**src/hw/rtl/ugr_pkg.sv**
```systemverilog
// shared widths, status codes and controller/datapath interface structs
package ugr_pkg;

  localparam int X_W       = 32;
  localparam int Y_W       = 32;
  localparam int GRID_W    = 33;
  localparam int STEP_W    = 20;
  localparam int STATUS_W  = 2;
  localparam int DIV_W     = 32;

  localparam int MAX_RUN_DEF      = 64;
  localparam int SAMPLE_WIDTH_DEF = 32;

  localparam logic [STATUS_W-1:0] ST_OK      = 2'd0;
  localparam logic [STATUS_W-1:0] ST_INVALID = 2'd1;
  localparam logic [STATUS_W-1:0] ST_RUN     = 2'd2;

  typedef struct packed {
    logic                lat_in;
    logic                div_start;
    logic                div_ceil;
    logic                set_first;
    logic                mul;
    logic                emit_point;
    logic                emit_halt;
    logic [STATUS_W-1:0] halt_code;
    logic                commit_prev;
    logic                finish;
  } ugr_cmd_t;

  typedef struct packed {
    logic stopped;
    logic have_prev;
    logic x_lt_prev;
    logic grid_le_x;
    logic x_eq_prev;
    logic run_long;
    logic last_point;
    logic div_done;
    logic out_free;
  } ugr_sts_t;

endpackage

```
**src/hw/rtl/ugr_divider.sv**
```systemverilog
// iterative restoring divider, one quotient bit per cycle, quotient must fit DIV_W bits
module ugr_divider import ugr_pkg::*; (
  input  logic               clk,
  input  logic               rst_n,
  input  logic               start,
  input  logic [2*DIV_W-1:0] dividend,
  input  logic [DIV_W-1:0]   divisor,
  output logic               done,
  output logic [DIV_W-1:0]   quotient,
  output logic [DIV_W-1:0]   remainder
);

  localparam int CNT_W = $clog2(DIV_W + 1);

  logic [DIV_W-1:0] rem_r, rem_nxt;
  logic [DIV_W-1:0] quo_r, quo_nxt;
  logic [DIV_W-1:0] dsr_r, dsr_nxt;
  logic [CNT_W-1:0] cnt_r, cnt_nxt;
  logic             done_r, done_nxt;

  logic [DIV_W:0] trial;
  logic [DIV_W:0] diff;
  logic           ge;

  assign trial = {rem_r, quo_r[DIV_W-1]};
  assign diff  = trial - {1'b0, dsr_r};
  assign ge    = (trial >= {1'b0, dsr_r});

  always_comb begin
    rem_nxt  = rem_r;
    quo_nxt  = quo_r;
    dsr_nxt  = dsr_r;
    cnt_nxt  = cnt_r;
    done_nxt = 1'b0;
    if (start) begin
      rem_nxt = dividend[2*DIV_W-1:DIV_W];
      quo_nxt = dividend[DIV_W-1:0];
      dsr_nxt = divisor;
      cnt_nxt = CNT_W'(DIV_W);
    end else if (cnt_r != '0) begin
      rem_nxt  = ge ? diff[DIV_W-1:0] : trial[DIV_W-1:0];
      quo_nxt  = {quo_r[DIV_W-2:0], ge};
      cnt_nxt  = cnt_r - CNT_W'(1);
      done_nxt = (cnt_r == CNT_W'(1));
    end
  end

  always_ff @(posedge clk) begin
    if (!rst_n) begin
      cnt_r  <= '0;
      done_r <= 1'b0;
    end else begin
      cnt_r  <= cnt_nxt;
      done_r <= done_nxt;
    end
    rem_r <= rem_nxt;
    quo_r <= quo_nxt;
    dsr_r <= dsr_nxt;
  end

  assign done      = done_r;
  assign quotient  = quo_r;
  assign remainder = rem_r;

endmodule

```
**src/hw/rtl/ugr_ctrl.sv**
```systemverilog
// sequencing state machine: decide, multiply, divide, emit or halt, finish
module ugr_ctrl import ugr_pkg::*; (
  input  logic     clk,
  input  logic     rst_n,
  input  logic     in_valid,
  output logic     in_stall,
  input  ugr_sts_t sts,
  output ugr_cmd_t cmd
);

  localparam logic [3:0] S_IDLE    = 4'd0;
  localparam logic [3:0] S_DECIDE  = 4'd1;
  localparam logic [3:0] S_CEIL    = 4'd2;
  localparam logic [3:0] S_MUL     = 4'd3;
  localparam logic [3:0] S_DIVGO   = 4'd4;
  localparam logic [3:0] S_DIVWAIT = 4'd5;
  localparam logic [3:0] S_EMIT    = 4'd6;
  localparam logic [3:0] S_HALT    = 4'd7;
  localparam logic [3:0] S_FINISH  = 4'd8;

  logic [3:0]          state_r, state_nxt;
  logic [STATUS_W-1:0] halt_code_r, halt_code_nxt;

  assign in_stall = (state_r != S_IDLE);

  always_comb begin
    state_nxt     = state_r;
    halt_code_nxt = halt_code_r;
    cmd           = '0;
    cmd.halt_code = halt_code_r;
    unique case (state_r)
      S_IDLE: begin
        if (in_valid) begin
          cmd.lat_in = 1'b1;
          state_nxt  = S_DECIDE;
        end
      end
      S_DECIDE: begin
        priority if (sts.stopped) begin
          state_nxt = S_FINISH;
        end else if (!sts.have_prev) begin
          cmd.div_start = 1'b1;
          cmd.div_ceil  = 1'b1;
          state_nxt     = S_CEIL;
        end else if (sts.x_lt_prev) begin
          halt_code_nxt = ST_INVALID;
          state_nxt     = S_HALT;
        end else if (sts.grid_le_x) begin
          priority if (sts.x_eq_prev) begin
            halt_code_nxt = ST_INVALID;
            state_nxt     = S_HALT;
          end else if (sts.run_long) begin
            halt_code_nxt = ST_RUN;
            state_nxt     = S_HALT;
          end else begin
            state_nxt = S_MUL;
          end
        end else begin
          // no grid point in this interval
          cmd.commit_prev = 1'b1;
          state_nxt       = S_FINISH;
        end
      end
      S_CEIL: begin
        if (sts.div_done) begin
          cmd.set_first = 1'b1;
          state_nxt     = S_FINISH;
        end
      end
      S_MUL: begin
        cmd.mul   = 1'b1;
        state_nxt = S_DIVGO;
      end
      S_DIVGO: begin
        cmd.div_start = 1'b1;
        state_nxt     = S_DIVWAIT;
      end
      S_DIVWAIT: begin
        if (sts.div_done) state_nxt = S_EMIT;
      end
      S_EMIT: begin
        if (sts.out_free) begin
          cmd.emit_point = 1'b1;
          if (sts.last_point) begin
            cmd.commit_prev = 1'b1;
            state_nxt       = S_FINISH;
          end else begin
            state_nxt = S_MUL;
          end
        end
      end
      S_HALT: begin
        if (sts.out_free) begin
          cmd.emit_halt = 1'b1;
          state_nxt     = S_FINISH;
        end
      end
      S_FINISH: begin
        cmd.finish = 1'b1;
        state_nxt  = S_IDLE;
      end
      default: begin
        state_nxt = S_IDLE;
      end
    endcase
  end

  always_ff @(posedge clk) begin
    if (!rst_n) begin
      state_r     <= S_IDLE;
      halt_code_r <= ST_OK;
    end else begin
      state_r     <= state_nxt;
      halt_code_r <= halt_code_nxt;
    end
  end

endmodule

```
**src/hw/rtl/ugr_datapath.sv**
```systemverilog
// series state, interpolation arithmetic, shared divider and output register
module ugr_datapath import ugr_pkg::*; #(
  parameter int MAX_RUN      = MAX_RUN_DEF,
  parameter int SAMPLE_WIDTH = SAMPLE_WIDTH_DEF
) (
  input  logic                       clk,
  input  logic                       rst_n,
  input  logic                       cfg_wr_en,
  input  logic [STEP_W-1:0]          cfg_wr_data,
  input  logic [X_W-1:0]             in_sample_x,
  input  logic signed [Y_W-1:0]      in_sample_y,
  input  logic                       in_last_sample,
  output logic                       out_valid,
  input  logic                       out_stall,
  output logic [X_W-1:0]             out_grid_x,
  output logic signed [Y_W-1:0]      out_value,
  output logic                       out_last_of_run,
  output logic [STATUS_W-1:0]        out_status,
  input  ugr_cmd_t                   cmd,
  output ugr_sts_t                   sts
);

  localparam int SW     = SAMPLE_WIDTH;
  localparam int RUN_W  = $clog2(MAX_RUN + 1);
  localparam int SPAN_W = STEP_W + RUN_W;
  localparam int PROD_W = SW + X_W;

  // configuration
  logic [STEP_W-1:0] grid_step_r, grid_step_nxt;
  logic [STEP_W-1:0] step;
  logic [SPAN_W-1:0] span_r;

  // latched input item
  logic [X_W-1:0]       cur_x_r;
  logic signed [SW-1:0] cur_y_r;
  logic                 cur_last_r;

  // series state
  logic [X_W-1:0]       prev_x_r, prev_x_nxt;
  logic signed [SW-1:0] prev_y_r, prev_y_nxt;
  logic                 have_prev_r, have_prev_nxt;
  logic [GRID_W-1:0]    next_grid_r, next_grid_nxt;
  logic                 stopped_r, stopped_nxt;

  // interpolation
  logic signed [SW:0]   dy;
  logic [SW:0]          dy_abs;
  logic [SW-1:0]        mag_r;
  logic                 dy_neg_r;
  logic [GRID_W-1:0]    a_full;
  logic [PROD_W-1:0]    product_r;
  logic [GRID_W-1:0]    ng_step;
  logic [GRID_W-1:0]    run_diff;
  logic [SW-1:0]        quo_sw;
  logic signed [SW:0]   vsum;
  logic signed [SW-1:0] v_sw;

  // divider
  logic [2*DIV_W-1:0] div_dividend;
  logic [DIV_W-1:0]   div_divisor;
  logic               div_done;
  logic [DIV_W-1:0]   div_quo;
  logic [DIV_W-1:0]   div_rem;
  logic [STEP_W-1:0]  ceil_adj;
  logic [GRID_W-1:0]  ceil_grid;

  // output register
  logic                 out_valid_r, out_valid_nxt;
  logic [X_W-1:0]       out_grid_x_r;
  logic signed [Y_W-1:0] out_value_r;
  logic                 out_last_r;
  logic [STATUS_W-1:0]  out_status_r;
  logic                 out_free;

  assign step = (grid_step_r == '0) ? STEP_W'(1) : grid_step_r;

  always_comb begin
    grid_step_nxt = cfg_wr_en ? cfg_wr_data : grid_step_r;
  end

  assign dy     = (SW+1)'(cur_y_r) - (SW+1)'(prev_y_r);
  assign dy_abs = dy[SW] ? (SW+1)'(-dy) : (SW+1)'(dy);

  assign a_full   = next_grid_r - GRID_W'(prev_x_r);
  assign ng_step  = next_grid_r + GRID_W'(step);
  assign run_diff = GRID_W'(cur_x_r) - next_grid_r;

  // quotient never exceeds the magnitude of dy
  assign quo_sw = div_quo[SW-1:0];
  assign vsum   = dy_neg_r ? (SW+1)'(prev_y_r) - $signed({1'b0, quo_sw})
                           : (SW+1)'(prev_y_r) + $signed({1'b0, quo_sw});
  assign v_sw   = vsum[SW-1:0];

  assign div_dividend = cmd.div_ceil ? (2*DIV_W)'(cur_x_r) : (2*DIV_W)'(product_r);
  assign div_divisor  = cmd.div_ceil ? DIV_W'(step) : DIV_W'(cur_x_r - prev_x_r);

  ugr_divider u_div (
    .clk       (clk),
    .rst_n     (rst_n),
    .start     (cmd.div_start),
    .dividend  (div_dividend),
    .divisor   (div_divisor),
    .done      (div_done),
    .quotient  (div_quo),
    .remainder (div_rem)
  );

  // round the first sample position up to the grid
  assign ceil_adj  = (div_rem[STEP_W-1:0] != '0) ? step - div_rem[STEP_W-1:0] : '0;
  assign ceil_grid = GRID_W'(cur_x_r) + GRID_W'(ceil_adj);

  always_comb begin
    prev_x_nxt    = prev_x_r;
    prev_y_nxt    = prev_y_r;
    have_prev_nxt = have_prev_r;
    next_grid_nxt = next_grid_r;
    stopped_nxt   = stopped_r;
    if (cmd.set_first) begin
      prev_x_nxt    = cur_x_r;
      prev_y_nxt    = cur_y_r;
      have_prev_nxt = 1'b1;
      next_grid_nxt = ceil_grid;
    end
    if (cmd.commit_prev) begin
      prev_x_nxt = cur_x_r;
      prev_y_nxt = cur_y_r;
    end
    if (cmd.emit_point) next_grid_nxt = ng_step;
    if (cmd.emit_halt) stopped_nxt = 1'b1;
    if (cmd.finish && cur_last_r) begin
      prev_x_nxt    = '0;
      prev_y_nxt    = '0;
      have_prev_nxt = 1'b0;
      next_grid_nxt = '0;
      stopped_nxt   = 1'b0;
    end
  end

  assign out_free = !out_valid_r || !out_stall;

  always_comb begin
    out_valid_nxt = out_valid_r;
    if (cmd.emit_point || cmd.emit_halt) out_valid_nxt = 1'b1;
    else if (!out_stall) out_valid_nxt = 1'b0;
  end

  always_ff @(posedge clk) begin
    if (!rst_n) begin
      grid_step_r <= STEP_W'(1);
      prev_x_r    <= '0;
      prev_y_r    <= '0;
      have_prev_r <= 1'b0;
      next_grid_r <= '0;
      stopped_r   <= 1'b0;
      out_valid_r <= 1'b0;
    end else begin
      grid_step_r <= grid_step_nxt;
      prev_x_r    <= prev_x_nxt;
      prev_y_r    <= prev_y_nxt;
      have_prev_r <= have_prev_nxt;
      next_grid_r <= next_grid_nxt;
      stopped_r   <= stopped_nxt;
      out_valid_r <= out_valid_nxt;
    end
  end

  always_ff @(posedge clk) begin
    span_r   <= SPAN_W'(step) * SPAN_W'(MAX_RUN);
    mag_r    <= dy_abs[SW-1:0];
    dy_neg_r <= dy[SW];
    if (cmd.lat_in) begin
      cur_x_r    <= in_sample_x;
      cur_y_r    <= in_sample_y[SW-1:0];
      cur_last_r <= in_last_sample;
    end
    if (cmd.mul) product_r <= PROD_W'(mag_r) * PROD_W'(a_full[X_W-1:0]);
    if (cmd.emit_point) begin
      out_grid_x_r <= next_grid_r[X_W-1:0];
      out_value_r  <= Y_W'(v_sw);
      out_last_r   <= (ng_step > GRID_W'(cur_x_r));
      out_status_r <= ST_OK;
    end else if (cmd.emit_halt) begin
      out_grid_x_r <= next_grid_r[X_W-1:0];
      out_value_r  <= '0;
      out_last_r   <= 1'b1;
      out_status_r <= cmd.halt_code;
    end
  end

  always_comb begin
    sts            = '0;
    sts.stopped    = stopped_r;
    sts.have_prev  = have_prev_r;
    sts.x_lt_prev  = (cur_x_r < prev_x_r);
    sts.grid_le_x  = (next_grid_r <= GRID_W'(cur_x_r));
    sts.x_eq_prev  = (cur_x_r == prev_x_r);
    // more than MAX_RUN points when the gap reaches MAX_RUN steps
    sts.run_long   = (run_diff >= GRID_W'(span_r));
    sts.last_point = (ng_step > GRID_W'(cur_x_r));
    sts.div_done   = div_done;
    sts.out_free   = out_free;
  end

  assign out_valid       = out_valid_r;
  assign out_grid_x      = out_grid_x_r;
  assign out_value       = out_value_r;
  assign out_last_of_run = out_last_r;
  assign out_status      = out_status_r;

endmodule

```
**src/hw/rtl/uniform_grid_linear_resampler.sv**
```systemverilog
// A first sample runs a ceiling division on the shared divider to find its first grid point.
// Each grid point takes one multiply, an iterative division and one output write.
// An item with no grid point or a stopped series goes to finish; a status stop emits first.
// The shared iterative divider paces the block; in_stall holds off items until one is done.
// Reset (synchronous, active low) clears the series state and sets grid_step to 1.
module uniform_grid_linear_resampler import ugr_pkg::*; #(
  parameter int MAX_RUN      = MAX_RUN_DEF,
  parameter int SAMPLE_WIDTH = SAMPLE_WIDTH_DEF
) (
  input  logic                  clk,
  input  logic                  rst_n,
  input  logic                  cfg_wr_en,
  input  logic [STEP_W-1:0]     cfg_wr_data,
  input  logic                  in_valid,
  output logic                  in_stall,
  input  logic [X_W-1:0]        in_sample_x,
  input  logic signed [Y_W-1:0] in_sample_y,
  input  logic                  in_last_sample,
  output logic                  out_valid,
  input  logic                  out_stall,
  output logic [X_W-1:0]        out_grid_x,
  output logic signed [Y_W-1:0] out_value,
  output logic                  out_last_of_run,
  output logic [STATUS_W-1:0]   out_status
);

  ugr_cmd_t cmd;
  ugr_sts_t sts;

  ugr_ctrl u_ctrl (
    .clk      (clk),
    .rst_n    (rst_n),
    .in_valid (in_valid),
    .in_stall (in_stall),
    .sts      (sts),
    .cmd      (cmd)
  );

  ugr_datapath #(
    .MAX_RUN      (MAX_RUN),
    .SAMPLE_WIDTH (SAMPLE_WIDTH)
  ) u_dp (
    .clk             (clk),
    .rst_n           (rst_n),
    .cfg_wr_en       (cfg_wr_en),
    .cfg_wr_data     (cfg_wr_data),
    .in_sample_x     (in_sample_x),
    .in_sample_y     (in_sample_y),
    .in_last_sample  (in_last_sample),
    .out_valid       (out_valid),
    .out_stall       (out_stall),
    .out_grid_x      (out_grid_x),
    .out_value       (out_value),
    .out_last_of_run (out_last_of_run),
    .out_status      (out_status),
    .cmd             (cmd),
    .sts             (sts)
  );

endmodule
```
**config.mk**
```make
export PLATFORM = sky130hd
export DESIGN_NAME = uniform_grid_linear_resampler
export DESIGN_NICKNAME = d
export VERILOG_FILES = /design/src/hw/rtl/ugr_pkg.sv /design/src/hw/rtl/ugr_divider.sv /design/src/hw/rtl/ugr_ctrl.sv /design/src/hw/rtl/ugr_datapath.sv /design/src/hw/rtl/uniform_grid_linear_resampler.sv
export SDC_FILE = /design/constraint.sdc
export NUM_CORES = 2
export LEC_CHECK = 0
export BUFFER_PORTS_ARGS = -buffer_cell sky130_fd_sc_hd__buf_2
export CORE_ASPECT_RATIO = 1.5
export CORE_MARGIN = 10
export CORE_UTILIZATION = 48
export DETAILED_ROUTE_END_ITERATION = 10
export MAX_ROUTING_LAYER = met4
export PLACE_DENSITY = 0.76
export SYNTH_ARGS = -nofsm -noshare
export SYNTH_HDL_FRONTEND = slang
export SYNTH_SLANG_ARGS = --single-unit
```
**constraint.sdc**
```tcl
create_clock -name clk -period 10.5 [get_ports clk]
set_clock_uncertainty 0.05 [all_clocks]
set_input_delay 0 -clock clk [delete_from_list [all_inputs] [get_ports clk]]
set_output_delay 0 -clock clk [all_outputs]
set_load 0.02 [all_outputs]
```
==> run summary <==
=====================================================================================
Syn avg cell area                                                         8.960 sq um
Skew-Pair Late Insertion Delay                                                0.67 ns
Master of the slowest instance on the critical path                              fa_1
Most frequent standard cell in the layout excluding fill and tap cells          inv_1
Synthesis warning total                                                             0
Sequential area share after synthesis                                          0.1898
Arrival time of data at the critical path endpoint                           10.49 ns
Reg2Reg Setup Slack                                                           0.36 ns
Max-cap viol count                                                                  0
Count of final setup violators                                                      0
Clock transition at path regs                                                 0.07 ns
Number of buffers inserted by port buffering                                      158
Final cell count without fillers                                                9,372
Fin. Hold Viols                                                                     0
Most repeated library cell on the critical path                                  fa_1
Antenna Violating Nets Remaining                                                    0
Number of buffers on the longest clock path                                         3
Wirelength per Cell                                                          21.97 um
Kind of end point of the critical path                                       register
Share of post-route cells with drive strength above 1                         0.07421
Primary FF master, synth                                                     edfxtp_1
Final HPWL DP                                                              162,000 um
Slew @ Worst Pin                                                             1.239 ns
Vias per std cell                                                               5.790
Critical path start-end classification                                        reg2reg
CTS sink cnt                                                                      478
Reg2Reg Depth                                                                      39
Commonest cells after routing, fill and taps aside                       inv_1, fa_1, nand2_1
Element type at the critical path start                                      register
Initial Util                                                                   0.4824
Origin of the worst min-delay path                                       in_sample_y[13]
# nets final                                                                    9,128
# H-tree levels                                                                     2
Slew HR                                                                        0.1706
Die area                                                                 152,400 sq um
Total global routing overflow                                                       0
Count of distinct cell types in the synthesized netlist                            88
Netlist area before placement                                            65,720 sq um
Clock tree from TritonCTS                                                        done
Placer's final routability congestion estimate                                  1.004
Classification of the worst-slack hold path                                    in2reg
Number of placed cells counting well taps                                       9,137
Max frequency                                                               98.59 MHz
Placement Rows                                                                    166
CP bufs+invs                                                                        7
Fin. max-slew vios                                                                  0
Delay of the slowest cell on the worst path                                   0.59 ns
Final critical-path required period                                          10.14 ns
Number of enable-type register cells in the synthesized netlist                   290
Wire length of the first global-routing pass                               321,400 um
Pre-Repair DR Iteration Count                                                       6
Share of flip-flops with an asynchronous set or reset after synthesis               0
Flip-flop and latch count after synthesis                                         478
Largest net degree at the start of global routing                                 129
Hold slack                                                                0.004054 ns
Source of the worst register-to-register timing path                     u_dp.next_grid_r[1]
Biggest fanout along the worst timing path                                          6
Antenna violations before repair                                                    7
Capture point of the worst reg-to-reg path                               u_dp.product_r[57]
Layout overhead on the synthesized area                                        10.81%
Worst Hold Path EP                                                       u_dp.cur_y_r[13]
Root Buffer Master                                                          clkbuf_16
Total clock buffers created by CTS                                                 46
Post-Syn Nets                                                                   8,899
Detailed router's first-iteration violation count                               3,750
Result of the run                                                           completed
Drt total wl                                                               205,900 um
Overall via count from detail_route                                            54,264
Number of instances in the synthesized netlist                                  7,335
Core Box Area                                                            136,300 sq um
Overall global routing resource usage                                          0.2774
Critical path's top delay family                                          adder cells
Height of the die                                                            473.2 um
Required @ worst endpoint                                                    10.84 ns
Part of the cycle the worst path needs                                         0.9660
Top-level I/O count                                                               159
Die span in x                                                                322.1 um
Via count of the first global-routing pass                                     57,935
Total DRC errors in the routed layout                                               0
Instance count along the most critical hold path                                    2
=====================================================================================
worst register-to-register path, delay by kind of cell, from the launching register on:
kind            cells  cell delay (ns)
fa+ha+maj          10             4.59
compound gates     18             3.49
buf+inv             7             0.83
xor+xnor            2             0.34
flops               1             0.31
simple gates        2             0.27
worst max path at each step:
stage,slack (ns),cells past startpoint,startpoint,to
after detailed placement,-0.25,41,u_dp.next_grid_r[0],u_dp.product_r[62]
final,0.36,39,u_dp.next_grid_r[1],u_dp.product_r[57]
after floorplan,0.68,35,u_dp.next_grid_r[1],u_dp.product_r[62]
after global placement,-0.25,41,u_dp.next_grid_r[0],u_dp.product_r[62]
after CTS,0.05,41,u_dp.next_grid_r[0],u_dp.product_r[62]
after global routing,-0.06,39,u_dp.next_grid_r[1],u_dp.product_r[60]
cell usage after synthesis (all sizes together) (7+ instances only):
master / instances / share of area
inv: 1234 / 0.070
fa: 905 / 0.28
nand2: 860 / 0.049
ha: 569 / 0.11
and2: 422 / 0.040
clkbuf: 326 / 0.019
a21oi: 314 / 0.024
nor2: 303 / 0.017
edfxtp: 290 / 0.13
o21ai: 244 / 0.019
xnor2: 233 / 0.031
dfxtp: 188 / 0.057
a21o: 155 / 0.018
nand3: 153 / 0.012
nor2b: 119 / 0.011
xor2: 105 / 0.014
nor3: 93 / 0.0072
o31ai: 90 / 0.010
nand2b: 66 / 0.0063
o21a: 58 / 0.0066
a211oi: 52 / 0.0061
mux2i: 48 / 0.0073
nand4: 47 / 0.0045
o21bai: 46 / 0.0053
and3: 42 / 0.0040
a31oi: 38 / 0.0037
a22oi: 37 / 0.0042
nor4: 32 / 0.0033
or3: 25 / 0.0025
a21boi: 21 / 0.0024
o211ai: 20 / 0.0023
a221oi: 15 / 0.0020
a2111oi: 11 / 0.0018
a41oi: 11 / 0.0015
buf: 11 / 0.00065
a211o: 10 / 0.0013
o311ai: 10 / 0.0013
o31a: 9 / 0.0012
nor3b: 8 / 0.00091
o41ai: 8 / 0.0012
a221o: 7 / 0.0011
a31o: 7 / 0.00093
and4: 7 / 0.00093
o22ai: 7 / 0.00067
per-layer routing:
| layer | vias up | GRT usage | wire (um) |
|---|---|---|---|
| li1 | 24271 | - | - |
| met1 | 27216 | 0.2923 | 73710 |
| met2 | 2075 | 0.4832 | 103300 |
| met3 | 702 | 0.03893 | 12920 |
| met4 | 0 | 0.1787 | 15970 |
| met5 | - | - | 0 |
sequential cells by signal, summed over array words and instances (netlist names), 32 cells and up:
register and flops:
u_dp.u_div.dsr_r 32, u_dp.out_grid_x 32, u_dp.u_div.quotient 32, u_dp.product_r 64
u_dp.cur_y_r 32, u_dp.next_grid_r 33, u_dp.cur_x_r 32, u_dp.prev_x_r 32
u_dp.mag_r 32, u_dp.prev_y_r 32, u_dp.out_value 32, u_dp.u_div.remainder 32
cells by family after synthesis:
| family | share of synthesized area |
|---|---|
| AOI/OAI and AO/OA | 0.1208 |
| buffers and inverters | 0.08980 |
| adders and majority gates | 0.3840 |
| xor gates and xnor gates | 0.04504 |
| and+or+nand+nor | 0.1631 |
| DFF | 0.1898 |
| muxes | 0.007482 |
stage by stage:
stage	setup TNS [ns]	setup WS, ns	util	instance area [sq um]
6_report	0	0.3574	0.5345	72830
5_1_grt	-0.1704	-0.06435	0.5345	72830
4_1_cts	0	0.04611	0.5329	72600
3_5_place_dp	-0.4220	-0.2548	0.5112	69650
3_3_place_gp	-0.4510	-0.2523	0.5112	69650
2_1_floorplan	0	0.6800	-	65720
layout make-up:
class	count	area (sq um)
Clock buffer	58	1249
Fill cell	11943	63420
Inverter	1235	4636
Tap cell	1764	2207
Sequential cell	478	12490
Multi-Input combinational cell	5288	47840
Antenna cell	8	20.02
Clock inverter	26	345.3
Timing Repair Buffer	515	4048
timing repair:
action	CTS	global route
hold buffers	134	0
hold endpoints to repair	114	0
pin swaps	1	8
buffers inserted	0	6
endpoints found under the setup margin	6	15
cloned	1	2
gates resized for setup	3	24
Power is not shown: default switching activity piles up to over one toggle a cycle in this logic, so the estimate is an artifact.
